### config.mk
export PLATFORM = sky130hd
export DESIGN_NAME = idsc_ctrl
export DESIGN_NICKNAME = d
export VERILOG_FILES = /design/src/rtl/idsc_pkg.sv /design/src/rtl/idsc_ctrl.sv
export SDC_FILE = /design/constraint.sdc
export NUM_CORES = 1
export LEC_CHECK = 0
export ABC_AREA = 1
export BUFFER_PORTS_ARGS = -buffer_cell sky130_fd_sc_hd__buf_2
export CAP_MARGIN = 20
export CELL_PAD_IN_SITES_DETAIL_PLACEMENT = 0
export CELL_PAD_IN_SITES_GLOBAL_PLACEMENT = 2
export CORE_MARGIN = 4
export CORE_UTILIZATION = 27
export CTS_CLUSTER_DIAMETER = 100
export DETAILED_ROUTE_END_ITERATION = 8
export GPL_ROUTABILITY_DRIVEN = 0
export HOLD_SLACK_MARGIN = 0.1
export MAX_ROUTING_LAYER = met4
export PLACE_DENSITY_LB_ADDON = 0.1
export SYNTH_ARGS = -nofsm -noshare
export SYNTH_HDL_FRONTEND = slang
export SYNTH_SLANG_ARGS = --single-unit
export TNS_END_PERCENT = 20
### constraint.sdc
create_clock -name clk_i -period 1.95 [get_ports clk_i]
set_input_delay 0.195 -clock clk_i [delete_from_list [all_inputs] [get_ports clk_i]]
set_output_delay 0.195 -clock clk_i [all_outputs]
set_load 0.01 [all_outputs]
### src/rtl/idsc_pkg.sv
// shared constants, command codes, status struct and permutation helpers
// for the incremental difference set checker; no dependencies
`timescale 1ns / 1ps

package idsc_pkg;

  localparam int unsigned MAX_ORDER  = 64;
  localparam int unsigned MAX_POINTS = 16;
  localparam int unsigned IDX_W      = $clog2(MAX_ORDER);
  localparam int unsigned ORD_W      = IDX_W + 1;
  localparam int unsigned PERM_W     = 4 * MAX_POINTS;
  localparam int unsigned OP_W       = 3;
  localparam int unsigned CNT_W      = 7;
  localparam int unsigned DEG_W      = 5;
  localparam int unsigned CFG_IDX_W  = 3;
  localparam int unsigned CFG_DATA_W = 7;

  localparam logic [OP_W-1:0] OP_LOAD   = 3'd0;
  localparam logic [OP_W-1:0] OP_MARK   = 3'd1;
  localparam logic [OP_W-1:0] OP_PUSH   = 3'd2;
  localparam logic [OP_W-1:0] OP_POP    = 3'd3;
  localparam logic [OP_W-1:0] OP_FINISH = 3'd4;

  localparam logic [CFG_IDX_W-1:0] REG_CHECK_MODE  = 3'd0;
  localparam logic [CFG_IDX_W-1:0] REG_LAMBDA      = 3'd1;
  localparam logic [CFG_IDX_W-1:0] REG_MU          = 3'd2;
  localparam logic [CFG_IDX_W-1:0] REG_GROUP_ORDER = 3'd3;
  localparam logic [CFG_IDX_W-1:0] REG_DEGREE      = 3'd4;

  localparam logic [1:0] MODE_DS  = 2'd0;
  localparam logic [1:0] MODE_PDS = 2'd1;
  localparam logic [1:0] MODE_RDS = 2'd2;

  typedef enum logic [5:0] {
    CMD_NONE,
    CMD_ACCEPT,
    CMD_LOAD,
    CMD_MARK,
    CMD_LK_PERM,
    CMD_LK_ID,
    CMD_LK_Q1,
    CMD_LK_Q2,
    CMD_LK_INV,
    CMD_CS_START,
    CMD_LK_STEP,
    CMD_CS_STEP,
    CMD_X_SAVE,
    CMD_ID_SAVE,
    CMD_PUSH_BAD,
    CMD_AQ_INIT,
    CMD_AQ_XP,
    CMD_K_INC,
    CMD_RD_STACK,
    CMD_RD_Y,
    CMD_Y_INV,
    CMD_MAKE_Q,
    CMD_CNT_RD,
    CMD_CNT_WR,
    CMD_PUSH_COMMIT,
    CMD_EV_INIT,
    CMD_EV_CHK,
    CMD_EV_DONE,
    CMD_RD_TOP,
    CMD_POP_SETX,
    CMD_POP_END,
    CMD_EMIT
  } idsc_cmd_e;

  typedef struct packed {
    logic            look_done;
    logic            hit;
    logic            k_end;
    logic            k_active;
    logic            top_active;
    logic            depth_zero;
    logic            depth_full;
    logic            xhit;
    logic            mode_pds;
    logic [OP_W-1:0] op;
  } idsc_stat_t;

  function automatic logic [PERM_W-1:0] perm_mask(input logic [DEG_W-1:0] n);
    logic [PERM_W-1:0] m;
    m = '0;
    for (int j = 0; j < MAX_POINTS; j++) begin
      if (DEG_W'(j) < n) m[4*j +: 4] = 4'hf;
    end
    return m;
  endfunction

  function automatic logic [PERM_W-1:0] perm_identity();
    logic [PERM_W-1:0] r;
    for (int i = 0; i < MAX_POINTS; i++) r[4*i +: 4] = 4'(i);
    return r;
  endfunction

  // unset images land on point zero, later points win
  function automatic logic [PERM_W-1:0] perm_invert(input logic [PERM_W-1:0] p,
                                                    input logic [DEG_W-1:0] n);
    logic [3:0] inv [MAX_POINTS];
    logic [PERM_W-1:0] r;
    r = '0;
    for (int j = 0; j < MAX_POINTS; j++) inv[j] = '0;
    for (int i = 0; i < MAX_POINTS; i++) begin
      if (DEG_W'(i) < n) inv[p[4*i +: 4]] = 4'(i);
    end
    for (int j = 0; j < MAX_POINTS; j++) begin
      if (DEG_W'(j) < n) r[4*j +: 4] = inv[j];
    end
    return r;
  endfunction

  // result point i is a applied to yi applied to i
  function automatic logic [PERM_W-1:0] perm_compose(input logic [PERM_W-1:0] a,
                                                     input logic [PERM_W-1:0] yi,
                                                     input logic [DEG_W-1:0] n);
    logic [PERM_W-1:0] r;
    r = '0;
    for (int i = 0; i < MAX_POINTS; i++) begin
      if (DEG_W'(i) < n) r[4*i +: 4] = a[4*yi[4*i +: 4] +: 4];
    end
    return r;
  endfunction

endpackage

### src/rtl/idsc_ctrl.sv
// controller: sequences lookups, quotient updates and checks per opcode
// depends on idsc_pkg
`timescale 1ns / 1ps

module idsc_ctrl import idsc_pkg::*; (
  input  logic       clk_i,
  input  logic       rst_ni,
  input  logic       in_valid_i,
  output logic       in_ready_o,
  output logic       out_valid_o,
  input  logic       out_ready_i,
  input  idsc_stat_t stat_i,
  output idsc_cmd_e  cmd_o
);

  localparam logic [4:0] S_IDLE    = 5'd0;
  localparam logic [4:0] S_DISP    = 5'd1;
  localparam logic [4:0] S_PLOOK   = 5'd2;
  localparam logic [4:0] S_IDSTART = 5'd3;
  localparam logic [4:0] S_IDLOOK  = 5'd4;
  localparam logic [4:0] S_PBAD    = 5'd5;
  localparam logic [4:0] S_AQINIT  = 5'd6;
  localparam logic [4:0] S_AQXP    = 5'd7;
  localparam logic [4:0] S_AQK     = 5'd8;
  localparam logic [4:0] S_AQY     = 5'd9;
  localparam logic [4:0] S_AQYI    = 5'd10;
  localparam logic [4:0] S_AQQ     = 5'd11;
  localparam logic [4:0] S_AQL1S   = 5'd12;
  localparam logic [4:0] S_AQL1    = 5'd13;
  localparam logic [4:0] S_AQW1    = 5'd14;
  localparam logic [4:0] S_AQL2S   = 5'd15;
  localparam logic [4:0] S_AQL2    = 5'd16;
  localparam logic [4:0] S_AQW2    = 5'd17;
  localparam logic [4:0] S_AQNX    = 5'd18;
  localparam logic [4:0] S_POPCHK  = 5'd19;
  localparam logic [4:0] S_EVINIT  = 5'd20;
  localparam logic [4:0] S_EVK     = 5'd21;
  localparam logic [4:0] S_EVY     = 5'd22;
  localparam logic [4:0] S_EVI     = 5'd23;
  localparam logic [4:0] S_EVL     = 5'd24;
  localparam logic [4:0] S_EVNX    = 5'd25;
  localparam logic [4:0] S_CSS     = 5'd26;
  localparam logic [4:0] S_CSL     = 5'd27;
  localparam logic [4:0] S_FIN     = 5'd28;

  logic [4:0] state_q, state_d;
  logic       out_vld_q, out_vld_d;

  assign in_ready_o  = (state_q == S_IDLE);
  assign out_valid_o = out_vld_q;

  always_comb begin
    state_d   = state_q;
    cmd_o     = CMD_NONE;
    out_vld_d = out_vld_q && !out_ready_i;
    case (state_q)
      S_IDLE: begin
        if (in_valid_i) begin
          cmd_o   = CMD_ACCEPT;
          state_d = S_DISP;
        end
      end
      S_DISP: begin
        case (stat_i.op)
          OP_LOAD: begin
            cmd_o   = CMD_LOAD;
            state_d = S_FIN;
          end
          OP_MARK: begin
            cmd_o   = CMD_MARK;
            state_d = S_FIN;
          end
          OP_PUSH: begin
            cmd_o   = CMD_LK_PERM;
            state_d = S_PLOOK;
          end
          OP_POP: begin
            if (stat_i.depth_zero) begin
              state_d = S_FIN;
            end else begin
              cmd_o   = CMD_RD_TOP;
              state_d = S_POPCHK;
            end
          end
          OP_FINISH: begin
            cmd_o   = CMD_LK_ID;
            state_d = S_IDLOOK;
          end
          default: state_d = S_FIN;
        endcase
      end
      S_PLOOK: begin
        if (!stat_i.look_done) begin
          cmd_o = CMD_LK_STEP;
        end else begin
          cmd_o   = CMD_X_SAVE;
          state_d = S_IDSTART;
        end
      end
      S_IDSTART: begin
        cmd_o   = CMD_LK_ID;
        state_d = S_IDLOOK;
      end
      S_IDLOOK: begin
        if (!stat_i.look_done) begin
          cmd_o = CMD_LK_STEP;
        end else begin
          cmd_o = CMD_ID_SAVE;
          if (stat_i.op == OP_FINISH) state_d = S_EVINIT;
          else if (stat_i.depth_full) state_d = S_FIN;
          else if (!stat_i.xhit) state_d = S_PBAD;
          else state_d = S_AQINIT;
        end
      end
      S_PBAD: begin
        cmd_o   = CMD_PUSH_BAD;
        state_d = S_FIN;
      end
      S_AQINIT: begin
        cmd_o   = CMD_AQ_INIT;
        state_d = S_AQXP;
      end
      S_AQXP: begin
        cmd_o   = CMD_AQ_XP;
        state_d = S_AQK;
      end
      S_AQK: begin
        if (stat_i.k_end) begin
          if (stat_i.op == OP_PUSH) begin
            cmd_o   = CMD_PUSH_COMMIT;
            state_d = S_EVINIT;
          end else begin
            cmd_o   = CMD_POP_END;
            state_d = S_FIN;
          end
        end else if (!stat_i.k_active) begin
          cmd_o = CMD_K_INC;
        end else begin
          cmd_o   = CMD_RD_STACK;
          state_d = S_AQY;
        end
      end
      S_AQY: begin
        cmd_o   = CMD_RD_Y;
        state_d = S_AQYI;
      end
      S_AQYI: begin
        cmd_o   = CMD_Y_INV;
        state_d = S_AQQ;
      end
      S_AQQ: begin
        cmd_o   = CMD_MAKE_Q;
        state_d = S_AQL1S;
      end
      S_AQL1S: begin
        cmd_o   = CMD_LK_Q1;
        state_d = S_AQL1;
      end
      S_AQL1: begin
        if (!stat_i.look_done) begin
          cmd_o = CMD_LK_STEP;
        end else begin
          cmd_o   = CMD_CNT_RD;
          state_d = S_AQW1;
        end
      end
      S_AQW1: begin
        cmd_o   = CMD_CNT_WR;
        state_d = S_AQL2S;
      end
      S_AQL2S: begin
        cmd_o   = CMD_LK_Q2;
        state_d = S_AQL2;
      end
      S_AQL2: begin
        if (!stat_i.look_done) begin
          cmd_o = CMD_LK_STEP;
        end else begin
          cmd_o   = CMD_CNT_RD;
          state_d = S_AQW2;
        end
      end
      S_AQW2: begin
        cmd_o   = CMD_CNT_WR;
        state_d = S_AQNX;
      end
      S_AQNX: begin
        cmd_o   = CMD_K_INC;
        state_d = S_AQK;
      end
      S_POPCHK: begin
        if (stat_i.top_active) begin
          cmd_o   = CMD_POP_SETX;
          state_d = S_AQINIT;
        end else begin
          cmd_o   = CMD_POP_END;
          state_d = S_FIN;
        end
      end
      S_EVINIT: begin
        cmd_o   = CMD_EV_INIT;
        state_d = stat_i.mode_pds ? S_EVK : S_CSS;
      end
      S_EVK: begin
        if (stat_i.k_end) begin
          state_d = S_CSS;
        end else if (!stat_i.k_active) begin
          cmd_o = CMD_K_INC;
        end else begin
          cmd_o   = CMD_RD_STACK;
          state_d = S_EVY;
        end
      end
      S_EVY: begin
        cmd_o   = CMD_RD_Y;
        state_d = S_EVI;
      end
      S_EVI: begin
        cmd_o   = CMD_LK_INV;
        state_d = S_EVL;
      end
      S_EVL: begin
        if (!stat_i.look_done) begin
          cmd_o = CMD_LK_STEP;
        end else begin
          cmd_o   = CMD_EV_CHK;
          state_d = S_EVNX;
        end
      end
      S_EVNX: begin
        cmd_o   = CMD_K_INC;
        state_d = S_EVK;
      end
      S_CSS: begin
        cmd_o   = CMD_CS_START;
        state_d = S_CSL;
      end
      S_CSL: begin
        if (!stat_i.look_done) begin
          cmd_o = CMD_CS_STEP;
        end else begin
          cmd_o   = CMD_EV_DONE;
          state_d = S_FIN;
        end
      end
      S_FIN: begin
        if (!out_vld_q || out_ready_i) begin
          cmd_o     = CMD_EMIT;
          out_vld_d = 1'b1;
          state_d   = S_IDLE;
        end
      end
      default: state_d = S_IDLE;
    endcase
  end

  always_ff @(posedge clk_i or negedge rst_ni) begin
    if (!rst_ni) begin
      state_q   <= S_IDLE;
      out_vld_q <= 1'b0;
    end else begin
      state_q   <= state_d;
      out_vld_q <= out_vld_d;
    end
  end

endmodule

==> metrics <==
Synth top area share 0.220; # IOs 24; Data required, critical path 1.75 ns; Root Buffer clkbuf_8; Mapped Area 1350 um^2; clk buf depth 2; post-DP HPWL 4.49 mm; total power 0.00320 W; die height 78.7 um; worst setup path category reg2out; synthesized flop and latch total 6; syn avg cell area 4.96 um^2; chip width 78.7 um; layout cell share with drive strength beyond 1 0.377; area grow syn2layout 51.1%; Hold Vio Cnt, Final 0; slowest stage cell, crit path dfrtp_2; PwrDens 1570 nW/um^2; nets@finish 342; FF-to-FF End state_q[0]; worst path arrival time 1.74 ns; Post-Route WL 5.54 mm; GRT Total Usage 0.187; vias in the first global route 1,800; final core utilization 0.426; die area 6190 um^2; Area contributors post-synth nand2_1 22%, nor2_1 15%, nand3_1 12%; vias 1,902; worst hold path type in2async; post-route clock period utilization 0.994; Worst-Skew Late Latency 0.22 ns; R2R cell count 10; Final Setup Violations 0; Routed WL per cell 14.2 um; Worst path max stage delay 0.48 ns; min cycle time layout 1.94 ns; Gate Count Post-Synth 272; fmax 516 MHz; Inst Count DP 368; post-route ant nets 0; antenna violations before repair 0; Setup crit end cmd_o[1]; outcome complete, no violations; critical path fanouts, max 7; Syn. warnings 0; first-pass GRT wire length 8.80 mm; I/O Buffers 21; fill cell total of the finished layout 554; total congestion overflow 0; # diodes 0; Worst Setup SP state_q[0]; Yosys cell types 26; sequential cell area fraction in the yosys report 0.111; TritonCTS Sinks 6; DRC 0; Num CTS Buffers 3; CP Capture Type primary output; Pleak 1.12 nW; core box area 4790 um^2; final setup skew 0.00424 ns; crit-path cells buf_6, nor2_4, buf_6, nand3_4, nand2_2, nand2_2, nor3b_4, nand3b_1, buf_2; MaxCap Viol Count 0; Mapped Nets 288; Post-DP Area 1630 um^2; pins over their slew limit 0; largest net degree at the start of global routing 14; htree depth 1; VDD IR max 0.538 mV; Design Area, Final 2040 um^2; RSZ-0062 raised after global routing true; Yosys top cell by area nand2_1; Initial DRC Count 118; r2r setup slk 0.20 ns; Starting Density 0.282; CTS tree built; CTS clk-pin slew, worst paths 0.04 ns; RR Startpoint state_q[0]; final setup TNS 0 ns; row cnt 25; via/cell ratio 4.86; Post-Layout Cell Count 391; TritonRoute pass-1 iters 4; Startpoint Class flip-flop
worst max-delay path: cells and delay by family, from the launching register on:
| kind | cells | cell delay [ns] |
|---|---|---|
| simple gates | 6 | 0.58 |
| flops | 1 | 0.48 |
| buf+inv | 3 | 0.45 |
cell usage after synthesis (all sizes together):
| cell | instances |
|---|---|
| dfrtp | 6 |
| nand3b | 3 |
| clkbuf | 1 |
| nor3 | 8 |
| nor3b | 1 |
| a21oi | 11 |
| nand2 | 82 |
| buf | 6 |
| o21ai | 11 |
| or2 | 1 |
| o22ai | 1 |
| conb | 1 |
| inv | 34 |
| clkinv | 1 |
| nor2 | 60 |
| nand4 | 8 |
| o211ai | 1 |
| nand3 | 36 |
report_power, final:
part | total [W] | internal (W) | switching, W
clock network | 0.000187 | 0.000133 | 0.0000540
logic | 0.00266 | 0.00112 | 0.00154
registers | 0.000357 | 0.000198 | 0.000159
state kept, by name, indices dropped and copies added, names as in the netlist:
signal / flops
out_valid_o: 1
state_q: 5
cells in the final DEF, fill, tap and decap left out, drive strengths merged, types with 6 or more instances in the layout:
cell type and count:
nand2 82, nor2 60, buf 55, nand3 36, inv 35, a21oi 11
o21ai 11, nand4 8, nor3 8, dfrtp 6
cell type report:
class / instances / area [um^2] / area share
multi-input cells: 224 / 1210 / 0.594
clock buffers: 3 / 41.3 / 0.0203
well taps: 67 / 83.8 / 0.0411
flip-flops and latches: 6 / 156 / 0.0767
repair buffers: 56 / 403 / 0.198
inverters: 35 / 144 / 0.0706
repair_timing:
action | 4_1_cts | 5_1_grt
endpoints found under the setup margin | 5 | 5
pin swaps | 0 | 13
hold buffers | 1 | 0
hold endpoints to repair | 6 | 0
buffers inserted | 2 | 18
gates resized for setup | 14 | 52
cell families (layout without fill, tap and decap cells):
group,after synthesis,count (layout),synth area share
other,1,1,0.00278
and+or+nand+nor,199,199,0.661
AOI/OAI and AO/OA,24,24,0.0918
buffers and inverters,42,94,0.133
DFF,6,6,0.111
worst min-delay path by stage:
stage | cells past startpoint | from | slack [ns] | to
after floorplan | 0 | rst_ni | -0.10 | out_valid_o
after global placement | 1 | rst_ni | 0.03 | state_q[4]
after detailed placement | 1 | rst_ni | 0.03 | state_q[4]
after CTS | 2 | rst_ni | 0.33 | out_valid_o
after global routing | 2 | rst_ni | 0.36 | out_valid_o
final | 2 | rst_ni | 0.33 | out_valid_o
per-layer routing:
layer	vias to the layer above	share of wire	GRT usage
met5	-	0	-
met4	0	0.040	0.0822
met3	14	0.049	0.0115
met2	77	0.46	0.288
met1	836	0.45	0.250
li1	975	-	-
stage by stage:
stage          hold WS (ns)  worst slack, ns
2_1_floorplan        -0.101            0.463
3_3_place_gp         0.0315           0.0959
3_5_place_dp         0.0311           0.0800
4_1_cts               0.334          -0.0220
5_1_grt               0.359          -0.0764
6_report              0.329           0.0117
Power figures use the tool's default switching activity.
